<file path="config.mk">
export PLATFORM = sky130hd
export DESIGN_NAME = first_fit_block_allocator_unit
export DESIGN_NICKNAME = d
export VERILOG_FILES = /design/src/hdl/ffba_pkg.sv /design/src/hdl/ffba_table.sv /design/src/hdl/ffba_fit_unit.sv /design/src/hdl/first_fit_block_allocator_unit.sv
export SDC_FILE = /design/constraint.sdc
export NUM_CORES = 1
export LEC_CHECK = 0
export BUFFER_PORTS_ARGS = -buffer_cell sky130_fd_sc_hd__buf_2
export CAP_MARGIN = 10
export CORE_ASPECT_RATIO = 0.5
export CORE_UTILIZATION = 61
export DETAILED_ROUTE_END_ITERATION = 10
export HOLD_SLACK_MARGIN = 0.15
export PLACE_DENSITY = 0.86
export SETUP_SLACK_MARGIN = 0.4
export SLEW_MARGIN = 20
export SYNTH_ARGS = -nofsm -noshare
export SYNTH_HDL_FRONTEND = slang
export SYNTH_SLANG_ARGS = --single-unit
</file>
<file path="constraint.sdc">
create_clock -name clk -period 11.69 [get_ports clk]
set_input_delay 1.169 -clock clk [delete_from_list [all_inputs] [get_ports clk]]
set_output_delay 1.169 -clock clk [all_outputs]
set_load 0.1 [all_outputs]
</file>
<file path="src/hdl/ffba_pkg.sv">
// ============================================================================
// ffba_pkg: shared types and constants of the first-fit block allocator
// Table geometry, field widths, item kinds, sequencer states and the
// write-port bundle that the controller hands to the block table.
// ============================================================================
package ffba_pkg;

  localparam int MAX_BLOCKS = 16;
  localparam int SIZE_BITS  = 16;
  localparam int IDX_BITS   = $clog2(MAX_BLOCKS);
  localparam int USE_BITS   = $clog2(MAX_BLOCKS + 1);

  // Stream payload widths, bytes filled up with zeros.
  localparam int IN_DATA_BITS  = 24;
  localparam int OUT_DATA_BITS = 40;

  // Configuration port.
  localparam int CFG_ADDR_BITS = 3;
  localparam int CFG_DATA_BITS = 32;
  localparam logic CFG_WORD_BLOCKS_IN_USE = 1'b0;

  typedef enum logic {
    KIND_LOAD  = 1'b0,
    KIND_ALLOC = 1'b1
  } kind_t;

  typedef enum logic [1:0] {
    ST_IDLE,
    ST_SCAN,
    ST_DONE
  } state_t;

  typedef struct packed {
    logic                 rem_we;
    logic                 orig_we;
    logic [IDX_BITS-1:0]  addr;
    logic [SIZE_BITS-1:0] rem_data;
    logic [SIZE_BITS-1:0] orig_data;
  } tbl_wr_t;

endpackage

</file>
<file path="src/hdl/ffba_table.sv">
// ============================================================================
// ffba_table: block table memory
// Holds the remaining and the original size of every block, one write
// port and one registered read port.
// ============================================================================
module ffba_table (
  input  logic                           clk,
  input  ffba_pkg::tbl_wr_t              wr,
  input  logic [ffba_pkg::IDX_BITS-1:0]  rd_addr,
  output logic [ffba_pkg::SIZE_BITS-1:0] rem_q,
  output logic [ffba_pkg::SIZE_BITS-1:0] orig_q
);

  logic [ffba_pkg::SIZE_BITS-1:0] rem_mem  [ffba_pkg::MAX_BLOCKS];
  logic [ffba_pkg::SIZE_BITS-1:0] orig_mem [ffba_pkg::MAX_BLOCKS];

  always_ff @(posedge clk) begin
    if (wr.rem_we) begin
      rem_mem[wr.addr] <= wr.rem_data;
    end
    if (wr.orig_we) begin
      orig_mem[wr.addr] <= wr.orig_data;
    end
    rem_q  <= rem_mem[rd_addr];
    orig_q <= orig_mem[rd_addr];
  end

endmodule

</file>
<file path="src/hdl/ffba_fit_unit.sv">
// ============================================================================
// ffba_fit_unit: shared fit check
// One subtractor compares a block's remaining size with the request and
// gives the size that would remain after a grant.
// ============================================================================
module ffba_fit_unit (
  input  logic [ffba_pkg::SIZE_BITS-1:0] remaining,
  input  logic [ffba_pkg::SIZE_BITS-1:0] request,
  output logic                           fits,
  output logic [ffba_pkg::SIZE_BITS-1:0] diff
);

  logic [ffba_pkg::SIZE_BITS:0] wide_diff;

  // The borrow bit is clear exactly when the block is large enough.
  assign wide_diff = {1'b0, remaining} - {1'b0, request};
  assign fits      = ~wide_diff[ffba_pkg::SIZE_BITS];
  assign diff      = wide_diff[ffba_pkg::SIZE_BITS-1:0];

endmodule

</file>
<file path="src/hdl/first_fit_block_allocator_unit.sv">
// Load transaction: the table is written at the accept edge.
// Allocate transaction: the scan compares blocks from index 0 upward, at most 16, then the result
// passes a pending register and the output register that drives out_tvalid. The single fit
// unit checks one block per cycle behind the table's registered read. No blocks in use: the
// request is refused without a scan. Input is not ready while a search runs or a finished
// result waits behind a held one. Sync reset clears state, rd_idx, cmp_vld, use_r, out_tvalid.
// ============================================================================
// first_fit_block_allocator_unit: first-fit memory block allocator
// Keeps a table of block sizes and grants each allocate request from the
// lowest-indexed block in use that still has room for it.
// ============================================================================
module first_fit_block_allocator_unit (
  input  logic                               clk,
  input  logic                               rst_n,
  // Input stream.
  input  logic                               in_tvalid,
  output logic                               in_tready,
  // [3:0] block_index, [19:4] size_value, [23:20] zero
  input  logic [ffba_pkg::IN_DATA_BITS-1:0]  in_tdata,
  // [0] kind
  input  logic [0:0]                         in_tuser,
  // Result stream.
  output logic                               out_tvalid,
  input  logic                               out_tready,
  // [3:0] chosen_block, [19:4] block_capacity, [35:20] leftover, [39:36] zero
  output logic [ffba_pkg::OUT_DATA_BITS-1:0] out_tdata,
  // [0] granted
  output logic [0:0]                         out_tuser,
  // Configuration port.
  input  logic                               cfg_psel,
  input  logic                               cfg_penable,
  input  logic                               cfg_pwrite,
  input  logic [ffba_pkg::CFG_ADDR_BITS-1:0] cfg_paddr,
  input  logic [ffba_pkg::CFG_DATA_BITS-1:0] cfg_pwdata,
  output logic [ffba_pkg::CFG_DATA_BITS-1:0] cfg_prdata,
  output logic                               cfg_pready
);

  localparam int IDX  = ffba_pkg::IDX_BITS;
  localparam int SZ   = ffba_pkg::SIZE_BITS;
  localparam int USE  = ffba_pkg::USE_BITS;

  // --------------------------------------------------------------------------
  // Configuration register. The word address is paddr[2]; the one register
  // sits in word zero and everything else reads as zero and ignores writes.
  // --------------------------------------------------------------------------
  logic [USE-1:0] use_r;
  logic           cfg_hit;

  assign cfg_pready = 1'b1;
  assign cfg_hit    = (cfg_paddr[2] == ffba_pkg::CFG_WORD_BLOCKS_IN_USE);
  assign cfg_prdata = cfg_hit ? {{(ffba_pkg::CFG_DATA_BITS - USE){1'b0}}, use_r} : '0;

  always_ff @(posedge clk) begin
    if (!rst_n) begin
      use_r <= '0;
    end else if (cfg_psel && cfg_penable && cfg_pwrite && cfg_pready && cfg_hit) begin
      use_r <= cfg_pwdata[USE-1:0];
    end
  end

  // Values above the table depth search the whole table.
  logic [USE-1:0] limit;
  assign limit = (use_r > USE'(ffba_pkg::MAX_BLOCKS)) ? USE'(ffba_pkg::MAX_BLOCKS) : use_r;

  // --------------------------------------------------------------------------
  // Input fields.
  // --------------------------------------------------------------------------
  ffba_pkg::kind_t in_kind;
  logic [IDX-1:0]  in_index;
  logic [SZ-1:0]   in_size;
  logic            in_take;

  assign in_kind  = ffba_pkg::kind_t'(in_tuser[0]);
  assign in_index = in_tdata[IDX-1:0];
  assign in_size  = in_tdata[IDX +: SZ];
  assign in_take  = in_tvalid && in_tready;

  // --------------------------------------------------------------------------
  // Sequencer state.
  //   rd_idx_r  - next block address presented to the table
  //   cmp_idx_r - block whose sizes sit on the table's read outputs now
  //   cmp_vld_r - those outputs belong to a block in use and must be checked
  // --------------------------------------------------------------------------
  ffba_pkg::state_t state_r, state_nxt;
  logic [USE-1:0]   rd_idx_r, rd_idx_nxt;
  logic [IDX-1:0]   cmp_idx_r, cmp_idx_nxt;
  logic             cmp_vld_r, cmp_vld_nxt;
  logic [USE-1:0]   limit_r, limit_nxt;
  logic [SZ-1:0]    req_r, req_nxt;

  // Finished result waiting for the output register.
  logic             pend_grant_r, pend_grant_nxt;
  logic [IDX-1:0]   pend_block_r, pend_block_nxt;
  logic [SZ-1:0]    pend_cap_r, pend_cap_nxt;
  logic [SZ-1:0]    pend_left_r, pend_left_nxt;

  // Output register.
  logic             out_vld_r, out_vld_nxt;
  logic             out_grant_r, out_grant_nxt;
  logic [IDX-1:0]   out_block_r, out_block_nxt;
  logic [SZ-1:0]    out_cap_r, out_cap_nxt;
  logic [SZ-1:0]    out_left_r, out_left_nxt;

  // Table and fit unit.
  ffba_pkg::tbl_wr_t tbl_wr;
  logic [SZ-1:0]     rem_q;
  logic [SZ-1:0]     orig_q;
  logic              fits;
  logic [SZ-1:0]     diff;

  ffba_table u_table (
    .clk     (clk),
    .wr      (tbl_wr),
    .rd_addr (rd_idx_r[IDX-1:0]),
    .rem_q   (rem_q),
    .orig_q  (orig_q)
  );

  ffba_fit_unit u_fit (
    .remaining (rem_q),
    .request   (req_r),
    .fits      (fits),
    .diff      (diff)
  );

  logic fin_grant;
  logic fin_miss;
  logic out_free;

  assign fin_grant = cmp_vld_r && fits;
  assign fin_miss  = cmp_vld_r && !fits && (({1'b0, cmp_idx_r} + USE'(1)) == limit_r);
  assign out_free  = !out_vld_r || out_tready;

  assign in_tready = (state_r == ffba_pkg::ST_IDLE);

  always_comb begin
    state_nxt      = state_r;
    rd_idx_nxt     = rd_idx_r;
    cmp_idx_nxt    = cmp_idx_r;
    cmp_vld_nxt    = cmp_vld_r;
    limit_nxt      = limit_r;
    req_nxt        = req_r;
    pend_grant_nxt = pend_grant_r;
    pend_block_nxt = pend_block_r;
    pend_cap_nxt   = pend_cap_r;
    pend_left_nxt  = pend_left_r;
    out_vld_nxt    = out_vld_r && !out_tready;
    out_grant_nxt  = out_grant_r;
    out_block_nxt  = out_block_r;
    out_cap_nxt    = out_cap_r;
    out_left_nxt   = out_left_r;
    tbl_wr         = '0;

    unique case (state_r)
      ffba_pkg::ST_IDLE: begin
        if (in_take) begin
          if (in_kind == ffba_pkg::KIND_LOAD) begin
            // A load sets capacity and free size together, no result.
            tbl_wr.rem_we    = 1'b1;
            tbl_wr.orig_we   = 1'b1;
            tbl_wr.addr      = in_index;
            tbl_wr.rem_data  = in_size;
            tbl_wr.orig_data = in_size;
          end else begin
            req_nxt     = in_size;
            limit_nxt   = limit;
            rd_idx_nxt  = '0;
            cmp_vld_nxt = 1'b0;
            if (limit == '0) begin
              // Nothing in use: refuse at once.
              pend_grant_nxt = 1'b0;
              pend_block_nxt = '0;
              pend_cap_nxt   = '0;
              pend_left_nxt  = '0;
              state_nxt      = ffba_pkg::ST_DONE;
            end else begin
              state_nxt = ffba_pkg::ST_SCAN;
            end
          end
        end
      end

      ffba_pkg::ST_SCAN: begin
        if (fin_grant) begin
          // First fit found: shrink the block and keep the result.
          tbl_wr.rem_we   = 1'b1;
          tbl_wr.addr     = cmp_idx_r;
          tbl_wr.rem_data = diff;
          pend_grant_nxt  = 1'b1;
          pend_block_nxt  = cmp_idx_r;
          pend_cap_nxt    = orig_q;
          pend_left_nxt   = diff;
          state_nxt       = ffba_pkg::ST_DONE;
        end else if (fin_miss) begin
          pend_grant_nxt = 1'b0;
          pend_block_nxt = '0;
          pend_cap_nxt   = '0;
          pend_left_nxt  = '0;
          state_nxt      = ffba_pkg::ST_DONE;
        end else begin
          // The read issued now is checked in the next cycle.
          cmp_vld_nxt = (rd_idx_r < limit_r);
          cmp_idx_nxt = rd_idx_r[IDX-1:0];
          if (rd_idx_r < limit_r) begin
            rd_idx_nxt = rd_idx_r + USE'(1);
          end
        end
      end

      ffba_pkg::ST_DONE: begin
        if (out_free) begin
          out_vld_nxt   = 1'b1;
          out_grant_nxt = pend_grant_r;
          out_block_nxt = pend_block_r;
          out_cap_nxt   = pend_cap_r;
          out_left_nxt  = pend_left_r;
          state_nxt     = ffba_pkg::ST_IDLE;
        end
      end

      default: begin
        state_nxt = ffba_pkg::ST_IDLE;
      end
    endcase
  end

  always_ff @(posedge clk) begin
    if (!rst_n) begin
      state_r   <= ffba_pkg::ST_IDLE;
      out_vld_r <= 1'b0;
      cmp_vld_r <= 1'b0;
      rd_idx_r  <= '0;
    end else begin
      state_r   <= state_nxt;
      out_vld_r <= out_vld_nxt;
      cmp_vld_r <= cmp_vld_nxt;
      rd_idx_r  <= rd_idx_nxt;
    end
  end

  always_ff @(posedge clk) begin
    cmp_idx_r    <= cmp_idx_nxt;
    limit_r      <= limit_nxt;
    req_r        <= req_nxt;
    pend_grant_r <= pend_grant_nxt;
    pend_block_r <= pend_block_nxt;
    pend_cap_r   <= pend_cap_nxt;
    pend_left_r  <= pend_left_nxt;
    out_grant_r  <= out_grant_nxt;
    out_block_r  <= out_block_nxt;
    out_cap_r    <= out_cap_nxt;
    out_left_r   <= out_left_nxt;
  end

  assign out_tvalid = out_vld_r;
  assign out_tuser  = out_grant_r;
  assign out_tdata  = {{(ffba_pkg::OUT_DATA_BITS - IDX - 2 * SZ){1'b0}},
                       out_left_r, out_cap_r, out_block_r};

endmodule
</file>
==> impl_metrics.ini <==
[worst_setup_path]
cp-end-kind = flip-flop
critical_path_buf_inv_count = 3
cp_data_arrival_time_ns = 5.03
worstSetupPathType = flip-flop to flip-flop
r2r-start = req_r[0]
worstPathRequired_ns = 11.94
cp_max_fo = 31
crit_chain = ha_1 > inv_1 > fa_1 > a211oi_2 > nor4_2 > a211oi_2 > o21ai_4 > nand3_2 > inv_2 > a31oi_2 > nor2_1 > buf_4
critPathTopFamily = buffers and inverters
critPathLaunchType = flip-flop
crit_start = req_r[0]
slowest_delay_ns = 0.87
r2r_slack_ns = 6.92
crit_top_cell = a211oi_2
crit_path_top_delay_cell = inv_2

[die]
core_sq_um = 40900
die_height_um = 147
start_util_pct = 62.6
num_rows = 52
io_pins = 143
chipWidth_um = 292
dieArea_sq_um = 42900

[cells_and_area]
fin_nets = 1468
layout_commonest_cell = edfxtp_1
fillCellCount = 2222
final_cell_mix = edfxtp_1 (611), mux4_2 (160), buf_2 (77)
syn2layout_area_growth_pct = 10.9
drive_gt1_share_pct = 27.4

[sta]
period_share_pct = 40.8
max_freq_ghz = 0.210
tns_ns = 0
rsz0062_at_grt = false
setup_viol = 0
hold_viol = 0
min_period_ns = 4.77
slew_headroom_pct = 32.2
slew_violations = 0
finClkSkew_ns = 0.0230
tightestPinTransition_ns = 1.02
setup_slack_ns = 6.92

[pwr]
fin_total_pwr_w = 0.00467
power.density_nw_per_um2 = 164
power_frac_clock_pct = 38.5
net-switching-power_w = 0.00103
p_int_w = 0.00364
pwr-share-comb_pct = 5.3
leakage_nw = 9.08
switching_share_pct = 22.1
power_frac_seq_pct = 56.1
vdd.ir_drop.worst_v = 0.000116

[clocking]
cts_sinks = 657
cts_tree = done
cts_resized = 0
cts_max_level = 2
clk_latency_ns = 0.61
cts_max_path_buffers = 3
clk_pin_slew_ns = 0.08
cts_made_buffers = 53
root_buffer = clkbuf_16
cts_setup_buffers = 0
hold_buffers = 0

[global_route]
grt.met2_usage_pct = 49.6
grt.total_usage_pct = 29.3
grt_antenna_before_repair = 2
grt_first_pass_wirelength_um = 89500
grt-busiest-layer = met2
grt.met3_usage_pct = 5.37
grt_max_degree = 82
grt_pass1_vias = 13800
met1_usage_pct = 37.0
grt-ovfl-total = 0

[detailed_routing]
num_vias = 13300
first_pass_iters = 6
drt_wl_total_um = 61000
drtIter0Drc = 1745
vias_per_cell = 6.76
wire_per_inst_um = 31.1
drt.antenna.violating_nets = 0
drcViolationCount = 0

[placed_design]
place.gp.congestion = 0.878
dp_hpwl_um = 31200
dpl_worst_slack_ns = 7.31
io_buffer_count = 77

[run_status]
outcome = finished clean

[synthesis]
netlist_area_sq_um = 25600
synth_top_cell_area_share_pct = 71.6
synth.area.top_cells = edfxtp_1 (72%), mux4_2 (14%), dfxtp_1 (3.6%)
synth_cell_type_count = 63
synth_ff_type = edfxtp_1
ys_warn_count = 0
ys_ff_latch = 657
synth_edf_count = 611
avgSynthCellArea_sq_um = 20.3
synth-seq-area-share_pct = 75.2
synth-async-reset-ratio_pct = 0
yosysTopAreaCell = edfxtp_1
synthCells = 1261

[job]
cap_violations = 0

[min_path]
hp-class = flip-flop to flip-flop
worstHoldStart = pend_cap_r[1]
power groups by stage:
stage          Combinational [W]  Clock, W  Sequential, W
2_1_floorplan           0.000157         0        0.00269
3_3_place_gp            0.000224         0        0.00267
3_5_place_dp            0.000235         0        0.00267
4_1_cts                 0.000244   0.00181        0.00262
5_1_grt                 0.000257   0.00190        0.00262
6_report                0.000249   0.00180        0.00262
routing by layer:
metal | vias to the layer above | wire length (um)
met2 | 1083 | 30800
met4 | 0 | 3230
met5 | - | 0
li1 | 5244 | -
met1 | 6678 | 20500
met3 | 264 | 6490
final cells by class:
cell class | count | area [sq um] | area share [%]
Multi-Input combinational cell | 512 | 5890 | 20.7
Timing Repair Buffer | 118 | 697 | 2.45
Sequential cell | 657 | 19300 | 67.9
Inverter | 36 | 135 | 0.476
Antenna cell | 1 | 2.50 | 0.00881
Tap cell | 540 | 676 | 2.38
Clock buffer | 75 | 1520 | 5.36
Clock inverter | 24 | 201 | 0.709
logic make-up after synthesis:
group | count (synthesis) | synth area share [%]
flops | 657 | 75.2
simple gates | 197 | 4.16
other cells | 2 | 0.0293
xor+xnor | 15 | 0.513
buf+inv | 122 | 2.38
mux | 167 | 14.3
compound gates | 78 | 2.22
fa+ha+maj | 23 | 1.15
sequential cells by signal, indices dropped and copies added (netlist names), 5 cells and up:
signal	cells
limit_r	5
out_cap_r	16
out_left_r	16
pend_cap_r	16
pend_left_r	16
rd_idx_r	5
req_r	16
u_table.orig_mem	256
u_table.orig_q	16
u_table.rem_mem	256
u_table.rem_q	16
use_r	5
cell usage after synthesis, types with 3 or more instances:
cell,instances
nand4_1,7
and3_1,6
dfxtp_1,46
a21o_1,7
buf_1,5
o21bai_1,4
nand3_1,14
o221ai_1,3
o21ai_0,7
buf_2,12
edfxtp_1,611
ha_1,22
nand3b_1,3
a21oi_1,19
inv_1,34
nor3_1,9
o21a_1,6
nor2_1,61
nand2_1,14
nand2b_1,3
o21ai_1,5
nor2b_1,13
mux2i_1,7
mux4_2,160
or2_1,6
buf_4,34
clkbuf_1,33
or2_2,6
and2_1,39
xnor2_1,10
a211oi_1,4
o31a_1,5
xor2_1,5
worst paths after layout:
check,depth (start not counted),end
worst min register to register,0,out_cap_r[1]
worst max register to register,12,u_table.rem_mem[4][10]
worst max-delay path,12,u_table.rem_mem[4][10]
worst min-delay path,0,out_cap_r[1]
stage by stage:
| stage | cells | instance area, sq um | hold slack [ns] | utilization, % |
|---|---|---|---|---|
| 6_report | 1963 | 28400 | 0.421 | 69.4 |
| 5_1_grt | 1963 | 28400 | 0.423 | 69.4 |
| 4_1_cts | 1962 | 28400 | 0.422 | 69.4 |
| 3_5_place_dp | 1863 | 26700 | 0.405 | 65.2 |
| 3_3_place_gp | 1863 | 26700 | 0.404 | 65.2 |
| 2_1_floorplan | 1291 | 25700 | 0.400 | - |
Note: power is estimated with default switching activity, not from simulation.
